`config.mk`:
```
export PLATFORM = sky130hd
export DESIGN_NAME = fixed_block_pool_allocator_top
export DESIGN_NICKNAME = d
export VERILOG_FILES = /design/src/rtl/fbpa_pkg.sv /design/src/rtl/fixed_block_pool_allocator_top.sv /design/src/rtl/fbpa_div.sv
export SDC_FILE = /design/constraint.sdc
export NUM_CORES = 2
export LEC_CHECK = 0
export BUFFER_PORTS_ARGS = -buffer_cell sky130_fd_sc_hd__clkbuf_2
export CELL_PAD_IN_SITES_DETAIL_PLACEMENT = 2
export CELL_PAD_IN_SITES_GLOBAL_PLACEMENT = 2
export CORE_MARGIN = 5
export CORE_UTILIZATION = 40
export DETAILED_ROUTE_END_ITERATION = 16
export GPL_TIMING_DRIVEN = 0
export PLACE_DENSITY_LB_ADDON = 0.1
export SKIP_CTS_REPAIR_TIMING = 1
export SLEW_MARGIN = 30
export SYNTH_ARGS = -nofsm -noshare
export SYNTH_HDL_FRONTEND = slang
export SYNTH_SLANG_ARGS = --single-unit
```
`constraint.sdc`:
```
create_clock -name clk -period 7.1 [get_ports clk]
set_input_delay 1.065 -clock clk [delete_from_list [all_inputs] [get_ports clk]]
set_output_delay 1.065 -clock clk [all_outputs]
set_load 0.005 [all_outputs]
```
`src/rtl/fbpa_pkg.sv`:
```
// Shared types, constants and helper functions of the fixed block pool allocator.
`default_nettype none

package fbpa_pkg;

  // Field widths fixed by the transaction formats.
  localparam int ADDR_W = 32;
  localparam int SIZE_W = 16;
  localparam int CNT_W  = 11;
  localparam int ST_W   = 3;
  localparam int CFG_AW = 2;
  localparam int CFG_DW = 32;

  // Free bitmap organisation: one memory row holds the flags of ROW_W blocks.
  localparam int ROW_W  = 32;
  localparam int ROW_BW = 5;

  // Register reset values.
  localparam logic [ADDR_W-1:0] BASE_RESET = '0;
  localparam logic [SIZE_W-1:0] SIZE_RESET = 16'd64;
  localparam int                CNT_RESET  = 1024;

  // Configuration register indexes.
  localparam logic [CFG_AW-1:0] REG_POOL_BASE   = 2'd0;
  localparam logic [CFG_AW-1:0] REG_BLOCK_SIZE  = 2'd1;
  localparam logic [CFG_AW-1:0] REG_BLOCK_COUNT = 2'd2;

  // Request kinds.
  localparam logic FUNC_ALLOC   = 1'b0;
  localparam logic FUNC_RELEASE = 1'b1;

  // Result status codes.
  localparam logic [ST_W-1:0] ST_OK        = 3'd0;
  localparam logic [ST_W-1:0] ST_EMPTY     = 3'd1;
  localparam logic [ST_W-1:0] ST_OUTSIDE   = 3'd2;
  localparam logic [ST_W-1:0] ST_NOT_START = 3'd3;
  localparam logic [ST_W-1:0] ST_FREED     = 3'd4;

  // Status of the iterative divider towards the sequencer.
  typedef struct packed {
    logic busy;
    logic done;
  } div_status_t;

  // Position of the lowest set bit of a row; zero when the row is empty.
  function automatic logic [ROW_BW-1:0] lowest_set(input logic [ROW_W-1:0] row);
    logic [ROW_BW-1:0] pos;
    pos = '0;
    for (int j = ROW_W - 1; j >= 0; j--) begin
      if (row[j]) begin
        pos = ROW_BW'(j);
      end
    end
    return pos;
  endfunction

endpackage

`default_nettype wire

```
`src/rtl/fixed_block_pool_allocator_top.sv`:
```
// Top level of the fixed block pool allocator: sequencer, free bitmap and registers.
`default_nettype none

// Channel        Direction  Contents
// s_axis_*       in         tuser: func; tdata: release_address
// m_axis_*       out        tdata: status, block_address, free_count (low bit first)
// cfg_*          in         register write: index in cfg_addr, value in cfg_data
//
// An allocate scans the summary one 32-row chunk at a time, past every chunk that
// holds no free block; a release waits on the eleven steps of the divider that
// turns the offset into a block index.
// Reset starts a clearing pass over the bitmap memory, one row (32 blocks) a
// cycle; a block_count write starts the same pass.
// No request is taken during the pass. A stalled result waits in the output
// register; a new request is taken meanwhile and its result waits for it.

module fixed_block_pool_allocator_top #(
  parameter int MAX_BLOCKS = 1024
) (
  input  wire logic                        clk,
  input  wire logic                        rst,
  // Request stream.
  input  wire logic                        s_axis_tvalid,
  output logic                             s_axis_tready,
  input  wire logic [31:0]                 s_axis_tdata,  // [31:0] release_address
  input  wire logic [0:0]                  s_axis_tuser,  // [0] func
  // Result stream.
  output logic                             m_axis_tvalid,
  input  wire logic                        m_axis_tready,
  output logic [47:0]                      m_axis_tdata,  // [2:0] status,
                                                          // [34:3] block_address,
                                                          // [45:35] free_count
  // Configuration writes.
  input  wire logic                        cfg_we,
  input  wire logic [fbpa_pkg::CFG_AW-1:0] cfg_addr,
  input  wire logic [fbpa_pkg::CFG_DW-1:0] cfg_data
);
  import fbpa_pkg::*;

  // Bitmap geometry derived from the block bound.
  localparam int NROWS  = (MAX_BLOCKS + ROW_W - 1) / ROW_W;
  localparam int ROW_AW = (NROWS > 1) ? $clog2(NROWS) : 1;
  localparam int NCHUNK = (NROWS + ROW_W - 1) / ROW_W;
  localparam int CH_AW  = (NCHUNK > 1) ? $clog2(NCHUNK) : 1;
  localparam int XW     = ROW_AW + ROW_BW;
  localparam int MB_W   = (XW > CNT_W) ? XW : CNT_W;
  localparam int PROD_W = SIZE_W + MB_W;
  localparam int CMP_W  = (PROD_W > ADDR_W) ? PROD_W : ADDR_W;
  localparam logic [CNT_W-1:0] CNT_INIT =
    CNT_W'((CNT_RESET > MAX_BLOCKS) ? MAX_BLOCKS : CNT_RESET);

  // Sequencer states.
  localparam int STATE_W = 4;
  localparam logic [STATE_W-1:0] S_IDLE   = 4'd0;
  localparam logic [STATE_W-1:0] S_SWEEP  = 4'd1;
  localparam logic [STATE_W-1:0] S_A_SCAN = 4'd2;
  localparam logic [STATE_W-1:0] S_A_PICK = 4'd3;
  localparam logic [STATE_W-1:0] S_A_MUL  = 4'd4;
  localparam logic [STATE_W-1:0] S_A_ADD  = 4'd5;
  localparam logic [STATE_W-1:0] S_R_SUB  = 4'd6;
  localparam logic [STATE_W-1:0] S_R_EXT  = 4'd7;
  localparam logic [STATE_W-1:0] S_R_CHK  = 4'd8;
  localparam logic [STATE_W-1:0] S_R_DIV  = 4'd9;
  localparam logic [STATE_W-1:0] S_R_REM  = 4'd10;
  localparam logic [STATE_W-1:0] S_R_TEST = 4'd11;
  localparam logic [STATE_W-1:0] S_DONE   = 4'd12;

  // Configuration registers; the count is held already clamped to the bound.
  logic [ADDR_W-1:0] pool_base;
  logic [SIZE_W-1:0] block_size;
  logic [CNT_W-1:0]  count_eff;
  logic [CNT_W-1:0]  cfg_count;

  // Control state.
  logic [STATE_W-1:0] state;
  logic [ROW_AW-1:0]  sweep_row;
  logic [CH_AW-1:0]   chunk;
  logic [CNT_W-1:0]   free_total;
  logic [NCHUNK*ROW_W-1:0] summary;

  // Working registers of the current request.
  logic              func;
  logic [ADDR_W-1:0] req_addr;
  logic [ADDR_W-1:0] offset;
  logic [ST_W-1:0]   status;
  logic [ADDR_W-1:0] res_addr;
  logic [ROW_AW-1:0] row_reg;
  logic [ROW_BW-1:0] bit_reg;
  logic [XW-1:0]     idx_x;
  logic [PROD_W-1:0] prod;

  // Output register.
  logic [ST_W-1:0]   out_status;
  logic [ADDR_W-1:0] out_addr;
  logic [CNT_W-1:0]  out_free;

  // Bitmap memory and its ports.
  logic [ROW_W-1:0]  map_mem [NROWS];
  logic [ROW_W-1:0]  row_q;
  logic              rd_en;
  logic [ROW_AW-1:0] rd_row;
  logic              wr_en;
  logic [ROW_AW-1:0] wr_row;
  logic [ROW_W-1:0]  wr_data;

  // Combinational helpers.
  logic [ROW_W-1:0]  chunk_bits;
  logic [ROW_AW-1:0] scan_row;
  logic [ROW_BW-1:0] pick_bit;
  logic [ROW_W-1:0]  pick_row;
  logic [ROW_W-1:0]  sweep_pat;
  logic [XW-1:0]     sweep_base;
  logic [MB_W-1:0]   mul_b;
  logic [XW-1:0]     rel_idx;
  logic              accept;
  logic              out_load;

  // Divider interface.
  div_status_t       div_st;
  logic              div_start;
  logic [CNT_W-1:0]  div_q;
  logic              div_rem_zero;

  fbpa_div u_div (
    .clk      (clk),
    .rst      (rst),
    .start    (div_start),
    .dividend (offset),
    .divisor  (block_size),
    .st       (div_st),
    .quotient (div_q),
    .rem_zero (div_rem_zero)
  );

  assign accept        = s_axis_tvalid && s_axis_tready;
  assign s_axis_tready = (state == S_IDLE);
  assign out_load      = (state == S_DONE) && (!m_axis_tvalid || m_axis_tready);
  assign div_start     = (state == S_R_CHK) &&
                         (CMP_W'(offset) < CMP_W'(prod));

  // A block count beyond the bound behaves as the bound.
  assign cfg_count = (32'(cfg_data[CNT_W-1:0]) > 32'(MAX_BLOCKS)) ?
                     CNT_W'(MAX_BLOCKS) : cfg_data[CNT_W-1:0];

  // Summary scan: one chunk of 32 row flags per cycle.
  assign chunk_bits = summary[chunk*ROW_W +: ROW_W];
  assign scan_row   = ROW_AW'({chunk, lowest_set(chunk_bits)});
  assign pick_bit   = lowest_set(row_q);
  assign pick_row   = row_q & ~(ROW_W'(1) << pick_bit);

  // Clearing pass pattern: a block is free exactly when its index is below the count.
  assign sweep_base = {sweep_row, ROW_BW'(0)};
  always_comb begin
    sweep_pat = '0;
    for (int j = 0; j < ROW_W; j++) begin
      sweep_pat[j] = ((MB_W + 1)'(sweep_base) + (MB_W + 1)'(j)) <
                     (MB_W + 1)'(count_eff);
    end
  end

  // The shared multiplier forms the block address and the pool extent.
  assign mul_b   = (state == S_A_MUL) ? MB_W'(idx_x) : MB_W'(count_eff);
  assign rel_idx = XW'(div_q);

  // Memory port selection.
  always_comb begin
    rd_en   = 1'b0;
    rd_row  = scan_row;
    wr_en   = 1'b0;
    wr_row  = row_reg;
    wr_data = pick_row;
    unique case (state)
      S_SWEEP: begin
        wr_en   = 1'b1;
        wr_row  = sweep_row;
        wr_data = sweep_pat;
      end
      S_A_SCAN: begin
        rd_en  = |chunk_bits;
        rd_row = scan_row;
      end
      S_A_PICK: begin
        wr_en   = 1'b1;
        wr_data = pick_row;
      end
      S_R_REM: begin
        rd_en  = div_rem_zero;
        rd_row = rel_idx[XW-1:ROW_BW];
      end
      S_R_TEST: begin
        wr_en   = !row_q[bit_reg];
        wr_data = row_q | (ROW_W'(1) << bit_reg);
      end
      default: begin
        rd_en = 1'b0;
        wr_en = 1'b0;
      end
    endcase
  end

  always_ff @(posedge clk) begin
    if (wr_en) begin
      map_mem[wr_row] <= wr_data;
    end
    if (rd_en) begin
      row_q <= map_mem[rd_row];
    end
  end

  // Configuration registers.
  always_ff @(posedge clk) begin
    if (rst) begin
      pool_base  <= BASE_RESET;
      block_size <= SIZE_RESET;
      count_eff  <= CNT_INIT;
    end else if (cfg_we) begin
      case (cfg_addr)
        REG_POOL_BASE:   pool_base  <= cfg_data;
        REG_BLOCK_SIZE:  block_size <= cfg_data[SIZE_W-1:0];
        REG_BLOCK_COUNT: count_eff  <= cfg_count;
        default:         pool_base  <= pool_base;
      endcase
    end
  end

  // Sequencer and control state.
  always_ff @(posedge clk) begin
    if (rst) begin
      state      <= S_SWEEP;
      sweep_row  <= '0;
      chunk      <= '0;
      free_total <= CNT_INIT;
      summary    <= '0;
    end else begin
      unique case (state)
        S_IDLE: begin
          if (accept) begin
            chunk <= '0;
            state <= (s_axis_tuser[0] == FUNC_RELEASE) ? S_R_SUB : S_A_SCAN;
          end
        end
        S_SWEEP: begin
          summary[sweep_row] <= |sweep_pat;
          if (sweep_row == ROW_AW'(NROWS - 1)) begin
            state <= S_IDLE;
          end else begin
            sweep_row <= sweep_row + 1'b1;
          end
        end
        S_A_SCAN: begin
          if (|chunk_bits) begin
            state <= S_A_PICK;
          end else if (chunk == CH_AW'(NCHUNK - 1)) begin
            state <= S_DONE;
          end else begin
            chunk <= chunk + 1'b1;
          end
        end
        S_A_PICK: begin
          summary[row_reg] <= |pick_row;
          free_total       <= free_total - 1'b1;
          state            <= S_A_MUL;
        end
        S_A_MUL:  state <= S_A_ADD;
        S_A_ADD:  state <= S_DONE;
        S_R_SUB:  state <= (req_addr < pool_base) ? S_DONE : S_R_EXT;
        S_R_EXT:  state <= S_R_CHK;
        S_R_CHK:  state <= div_start ? S_R_DIV : S_DONE;
        S_R_DIV: begin
          if (div_st.done) begin
            state <= S_R_REM;
          end
        end
        S_R_REM:  state <= div_rem_zero ? S_R_TEST : S_DONE;
        S_R_TEST: begin
          if (!row_q[bit_reg]) begin
            summary[row_reg] <= 1'b1;
            free_total       <= free_total + 1'b1;
          end
          state <= S_DONE;
        end
        S_DONE: begin
          if (out_load) begin
            state <= S_IDLE;
          end
        end
        default: state <= S_IDLE;
      endcase

      // A block count write frees every block and restarts the clearing pass.
      if (cfg_we && (cfg_addr == REG_BLOCK_COUNT)) begin
        free_total <= cfg_count;
        sweep_row  <= '0;
        state      <= S_SWEEP;
      end
    end
  end

  // Working registers of the request in flight.
  always_ff @(posedge clk) begin
    unique case (state)
      S_IDLE: begin
        if (accept) begin
          func     <= s_axis_tuser[0];
          req_addr <= s_axis_tdata;
          status   <= ST_OK;
          res_addr <= '0;
        end
      end
      S_A_SCAN: begin
        if (|chunk_bits) begin
          row_reg <= scan_row;
        end else if (chunk == CH_AW'(NCHUNK - 1)) begin
          status <= ST_EMPTY;
        end
      end
      S_A_PICK: idx_x    <= {row_reg, pick_bit};
      S_A_MUL:  prod     <= PROD_W'(block_size) * PROD_W'(mul_b);
      S_A_ADD:  res_addr <= pool_base + ADDR_W'(prod);
      S_R_SUB: begin
        offset <= req_addr - pool_base;
        if (req_addr < pool_base) begin
          status <= ST_OUTSIDE;
        end
      end
      S_R_EXT:  prod <= PROD_W'(block_size) * PROD_W'(mul_b);
      S_R_CHK: begin
        if (!div_start) begin
          status <= ST_OUTSIDE;
        end
      end
      S_R_REM: begin
        row_reg <= rel_idx[XW-1:ROW_BW];
        bit_reg <= rel_idx[ROW_BW-1:0];
        if (!div_rem_zero) begin
          status <= ST_NOT_START;
        end
      end
      S_R_TEST: begin
        if (row_q[bit_reg]) begin
          status <= ST_FREED;
        end
      end
      default: begin
        status <= status;
      end
    endcase
  end

  // Output register.
  always_ff @(posedge clk) begin
    if (rst) begin
      m_axis_tvalid <= 1'b0;
    end else if (out_load) begin
      m_axis_tvalid <= 1'b1;
    end else if (m_axis_tready) begin
      m_axis_tvalid <= 1'b0;
    end
  end

  always_ff @(posedge clk) begin
    if (out_load) begin
      out_status <= status;
      out_addr   <= res_addr;
      out_free   <= free_total;
    end
  end

  assign m_axis_tdata = {2'b00, out_free, out_addr, out_status};

  // The free total never exceeds the block count.
  a_free_bound: assert property (@(posedge clk) disable iff (rst)
    free_total <= count_eff)
    else $error("free total above block count");

  // An empty pool is reported only when nothing is free.
  a_empty_zero: assert property (@(posedge clk) disable iff (rst)
    m_axis_tvalid && (out_status == ST_EMPTY) |-> (out_free == '0))
    else $error("pool empty reported with free blocks");

  // A failed request never carries a block address.
  a_fail_addr: assert property (@(posedge clk) disable iff (rst)
    m_axis_tvalid && (out_status != ST_OK) |-> (out_addr == '0))
    else $error("address on failed request");

  // The divider only finishes while the sequencer waits for it.
  a_div_done: assert property (@(posedge clk) disable iff (rst)
    div_st.done |-> (state == S_R_DIV))
    else $error("divider finished outside its wait state");

  // A request is taken only with the sequencer idle, so func is steady meanwhile.
  a_func_hold: assert property (@(posedge clk) disable iff (rst)
    (state != S_IDLE) && ($past(state) != S_IDLE) |-> $stable(func))
    else $error("request kind changed mid-request");

endmodule

`default_nettype wire

```
`src/rtl/fbpa_div.sv`:
```
// Restoring shift-and-subtract divider, one quotient bit per cycle.
`default_nettype none

module fbpa_div (
  input  wire logic                       clk,
  input  wire logic                       rst,
  input  wire logic                       start,
  input  wire logic [fbpa_pkg::ADDR_W-1:0] dividend,
  input  wire logic [fbpa_pkg::SIZE_W-1:0] divisor,
  output fbpa_pkg::div_status_t            st,
  output logic [fbpa_pkg::CNT_W-1:0]       quotient,
  output logic                             rem_zero
);
  import fbpa_pkg::*;

  // The dividend is known to be below divisor * 2^CNT_W, so CNT_W steps suffice.
  localparam int STEP_W = $clog2(CNT_W);

  logic [ADDR_W-1:0] rem;
  logic [CNT_W-1:0]  quot;
  logic [STEP_W-1:0] step;
  logic              busy;
  logic              done;
  logic [ADDR_W-1:0] trial;
  logic              fits;

  assign trial = ADDR_W'(divisor) << step;
  assign fits  = (rem >= trial);

  always_ff @(posedge clk) begin
    if (rst) begin
      busy <= 1'b0;
      done <= 1'b0;
      step <= '0;
    end else begin
      done <= 1'b0;
      if (start) begin
        busy <= 1'b1;
        step <= STEP_W'(CNT_W - 1);
      end else if (busy) begin
        if (step == '0) begin
          busy <= 1'b0;
          done <= 1'b1;
        end else begin
          step <= step - 1'b1;
        end
      end
    end
  end

  always_ff @(posedge clk) begin
    if (start) begin
      rem  <= dividend;
      quot <= '0;
    end else if (busy && fits) begin
      rem        <= rem - trial;
      quot[step] <= 1'b1;
    end
  end

  assign st.busy  = busy;
  assign st.done  = done;
  assign quotient = quot;
  assign rem_zero = (rem == '0);

endmodule

`default_nettype wire

```
# After elaboration in Yosys (flattened, before gate mapping)
# Memories as Yosys holds them, arrays and structs flattened. A register that Yosys moved wholly into a read port is not among the register bits.
# Cells that the tools add are included.
dict set report classes {
  n_addsub 39
  multipliers 1
  magnitude_cmp 43
  n_eq_ne 30
  shift 4
  muxes 126
  bitwise 8
  n_reduce_logical 47
}
# op n
set op_table {}
lappend op_table {{$lt 11x11->1} 31}
lappend op_table {{$mux 5} 67}
lappend op_table {{$add 10x5->11 const B} 16}
lappend op_table {{$mux 32} 4}
lappend op_table {{$pmux 32 s2} 2}
lappend op_table {{$pmux 32 s3} 1}
lappend op_table {{$reduce_or 32->1} 3}
lappend op_table {{$add 10x4->11 const B} 8}
lappend op_table {{$bwmux 32} 2}
lappend op_table {{$or 32x32->32} 2}
lappend op_table {{$shl 1x5->32 const A} 2}
lappend op_table {{$sub 32x32->32} 2}
lappend op_table {{$pmux 4 s12} 1}
lappend op_table {{$add 10x3->11 const B} 4}
lappend op_table {{$mux 11} 4}
lappend op_table {{$mux 4} 10}
lappend op_table {{$add 32x27->32} 1}
lappend op_table {{$and 32x32->32} 1}
lappend op_table {{$ge 32x32->1} 1}
lappend op_table {{$logic_not 32->1} 1}
lappend op_table {{$lt 32x27->1} 1}
lappend op_table {{$lt 32x32->1} 1}
lappend op_table {{$not 32->32} 1}
lappend op_table {{$shiftx 32x7->32} 1}
lappend op_table {{other kinds (50)} 131}
dict set report totals {
  ff_bits 354
  ramBits 1024
  inputBits 72
  output_inout_bits 50
  elab_cells 325
  n_memories 1
}
# name depth width read_ports rd_ports_with_merged_regs wr line
set memory_table {}
lappend memory_table {map_mem 32 32 1 1 1 fixed_block_pool_allocator_top.sv:98} ;# logic [ROW_W-1:0] map_mem [NROWS];

# Depth between registers and ports, before layout
dict set report logic_depth {
  ltp_word 38
  depth_mapped 28
  ltp_nobuf 26
}

# By module
# A second synthesis with hierarchy kept.
dict set report unflattened {
  cells_unflattened 5983
  area_unflattened_um2 71155.7
}
# module n_inst cells_per_inst area_each_um2 seq_area_each_um2
set by_module_without_submodules {}
lappend by_module_without_submodules {fixed_block_pool_allocator_top 1 5431 66615.1 39718.1}
lappend by_module_without_submodules {fbpa_div 1 552 4540.6 1301.2}

# Worst setup path after synthesis
# OpenSTA, ideal clock, no wires.
dict set report synth_timing {
  path_type {register to register}
  start {reg state[3]}
  end {reg prod[25] (data pin)}
  setup_time_ns 0.266
  arrival_time_ns 7.041
  required_time_ns 6.834
  slack_ns -0.207
  path_stages_with_launch 27
  n_path_buf 3
  synth_period_minus_slack_ns 7.307
  path_cell_list {dfxtp_1 -> clkbuf_1 -> inv_1 -> nand2_1 -> nor3_1 -> clkbuf_1 -> mux2_2 -> clkbuf_1 -> nand2_1 -> fa_1 -> inv_1 -> fa_1 -> inv_1 -> fa_1 -> inv_1 -> fa_1 -> fa_1 -> ha_1 -> a21oi_1 -> o21ai_0 -> a41o_1 -> o41ai_1 -> o21ai_0 -> o41ai_1 -> o21ai_0 -> o41ai_1 -> xnor2_1}
}
dict set report synth_between {
  elab_chain_len 3
}
# element line
set synth_rtl {}
lappend synth_rtl {{start, declared} fixed_block_pool_allocator_top.sv:75} ;# logic [STATE_W-1:0] state;
lappend synth_rtl {{start signal, assigned} fixed_block_pool_allocator_top.sv:239} ;# state <= (s_axis_tuser[0] == FUNC_RELEASE) ? S_R_SUB : S_A_SCAN;
lappend synth_rtl {{start signal, assigned} fixed_block_pool_allocator_top.sv:266} ;# S_R_SUB: state <= (req_addr < pool_base) ? S_DONE : S_R_EXT;
lappend synth_rtl {{start signal, assigned} fixed_block_pool_allocator_top.sv:268} ;# S_R_CHK: state <= div_start ? S_R_DIV : S_DONE;
lappend synth_rtl {{$eq 4x3->1} {fixed_block_pool_allocator_top.sv:162, fixed_block_pool_allocator_top.sv:301}}
lappend synth_rtl {{$mux 11} fixed_block_pool_allocator_top.sv:162} ;# assign mul_b = (state == S_A_MUL) ? MB_W'(idx_x) : MB_W'(count_eff);
lappend synth_rtl {{$mul 16x11->27} {fixed_block_pool_allocator_top.sv:318, fixed_block_pool_allocator_top.sv:326}}
lappend synth_rtl {{end signal, assigned} fixed_block_pool_allocator_top.sv:318} ;# S_A_MUL: prod <= PROD_W'(block_size) * PROD_W'(mul_b);
lappend synth_rtl {{end signal, assigned} fixed_block_pool_allocator_top.sv:326} ;# S_R_EXT: prod <= PROD_W'(block_size) * PROD_W'(mul_b);
lappend synth_rtl {{end, declared} fixed_block_pool_allocator_top.sv:90} ;# logic [PROD_W-1:0] prod;
# No other way between the ends.
# A chain may end at the register's enable or synchronous reset.

# Worst setup path in the final report
dict set report layout_timing {
  start {reg state[3]}
  end {reg prod[26] (data pin)}
}
# The elaborated chain is that of the path after synthesis.

==> impl_metrics.ini <==
[outcome]
status = finished clean

[setup_path]
crit_path_frequent_cell = fa_1
worstPathMaxFanout = 10
cp_slowest_cell = fa_1
path_buf_inv = 8
start_kind = flop
critical-path-top-delay-family = adder cells
worstSetupEndpointType = flop
critPathKind = flop to flop
max_stage_delay_ns = 0.55
critPathArrivalTime_ns = 7.53
crit_required_ns = 7.60

[synth]
ys_warn_count = 0
synth_area_leader_cell = edfxtp_1
async_reset_ff_share_pct = 0
ys_top_cells_by_area = edfxtp_1 56%, nand2_1 4.1%, fa_1 3.8%, dfxtp_1 3.7%, ha_1 3.7%
synth_common_cells = 1280 x edfxtp_1, 756 x nand2_1, 308 x a21oi_1
postSynthAreaPerCell_sq_um = 12.3
ys_seq_area_share_pct = 59.8
yosysMostFrequentCell = edfxtp_1
synthesis.area_sq_um = 68600
synthCells = 5595
synth_top_area_share_pct = 56.0
synth-seq-cells = 1408
ys.flop_type = edfxtp_1
synth_edf_count = 1280
synth_cell_types = 93

[global_routing]
grt_max_degree = 34
grtUsageTotal_pct = 30.5
grt_overflow = 0
grt_pass1_wl_microns = 399000
antenna_found_initial = 3
grt_pass1_vias = 54980

[placement]
place.gp.congestion = 0.923
dp.cells = 8081
dp_hpwl_microns = 207000
io_buffers = 119

[flow_run]
maxCapViolCount = 0

[route]
drt.antenna.violating_nets = 0
top_layer = met4
vias_per_cell = 6.06
drtPass1Iterations = 5
wl_met1_microns = 112000
vias = 50928
drt_wl_total_microns = 281000
wl_met3_microns = 15900
wire_per_inst_microns = 33.4
drc = 0
first_iter_violations = 4322
route.met2.wl_microns = 137000

[layout]
syn_to_final_growth_pct = 18.3
nNetsFinal = 6434
final_cell_count_no_fill = 8402
largest_reg_flops = 1024
final_layout_size_suffix_gt1_share_pct = 13.4
top_register = map_mem
num-fill-cells = 16729

[timing]
max-slew-margin-rel_pct = 18.5
skew_ns = 0.0558
timing.final.crit_share_pct = 99.0
finalCriticalPeriod_ns = 7.03
whs_ns = 0.419
max_freq_ghz = 0.142
finalHoldViolCount = 0
worstMarginPinSlew_ns = 1.21
drv_slew = 0
finalSetupTns_ns = 0
setup_viol_count_final = 0

[power]
power.leakage_nw = 27.8
ir_worst_vdd_mv = 0.244
total_power_mw = 26.5
power.density_nw_per_um2 = 326

[clock_tree]
cts_buffer_depth = 3
numCtsBuffers = 158
clkLatencyLatePin_ns = 0.82
ctsRootBufferMaster = clkbuf_16
htreeDepth = 4
cts.sinks = 1408
cts.reportedPaths.clkPinSlew_ns = 0.06
cts_tree = yes

[hold_path]
hold_path_class = flop to flop

[die]
pin_count = 122
dieArea_sq_um = 180000
rows = 152
fp.dieH_microns = 424
fp.dieW_microns = 424
start_util_pct = 40.1
core_sq_um = 171000
metrics by stage:
step,worst slack [ns],instance area [sq um],util [%]
final,0.0701,81200,47.4
after global routing,-0.131,81200,47.4
after CTS,-2.08,80600,47.1
after detailed placement,-2.05,75500,44.1
after global placement,-2.41,72000,42.1
after floorplan,0.0670,68600,-
worst paths after layout:
path                            cells after the start  slack (ns)                     end                        from
worst min register to register                      0        0.42  out_addr[27]$_DFFE_PP_  res_addr[27]$_SDFFCE_PN0P_
worst max register to register                     28        0.07      prod[26]$_DFFE_PP_       state[3]$_SDFFE_PP0P_
worst max-delay path                               28        0.07      prod[26]$_DFFE_PP_       state[3]$_SDFFE_PP0P_
worst min-delay path                                0        0.42  out_addr[27]$_DFFE_PP_  res_addr[27]$_SDFFCE_PN0P_
per-layer routing:
layer,vias up,GRT usage (%)
li1,21863,-
met1,26761,38.3
met5,-,0
met3,497,4.24
met2,1807,52.0
met4,0,15.1
area by class of cell:
type                            instances  area (sq um)  area share, %
Tap cell                             2233          2790           3.44
Inverter                              242           918           1.13
Clock inverter                         81           921           1.13
Multi-Input combinational cell       3631         26500           32.7
Clock buffer                          209          4190           5.16
Sequential cell                      1408         41000           50.5
Timing Repair Buffer                  277          3440           4.24
Antenna cell                            7          17.5         0.0216
Buffer                                314          1360           1.68
kinds of logic after synthesis:
kind of cell	share of synthesized area, %
adders and majority gates	7.43
muxes	4.83
and+or+nand+nor	11.6
buffers and inverters	3.21
xor gates and xnor gates	1.29
other	0.00547
AOI/OAI and AO/OA	11.9
DFF	59.8
report_power, final:
group,total [mW],internal (mW),leakage (nW),switching (mW)
Combinational,6.85,1.83,13.1,5.02
Clock,8.25,4.60,2.45,3.65
Sequential,11.4,11.2,12.3,0.215
layout by cell type, fill, tap and decap left out, drive strengths merged, types with 37 or more instances in the layout:
cell type  count
a211oi       161
a21o          46
a21oi        308
a311oi        70
a32oi         95
and2          41
and3         114
buf          234
clkbuf       566
clkinv        65
dfxtp        128
edfxtp      1280
fa           129
ha           201
inv          244
mux2          81
mux2i        215
nand2        756
nand2b        45
nand3         69
nand4         48
nor2         306
nor2b         85
nor3          79
nor4          71
o21a          44
o21ai        161
xnor2         64
xor2          37
Power figures use the tool's default switching activity.
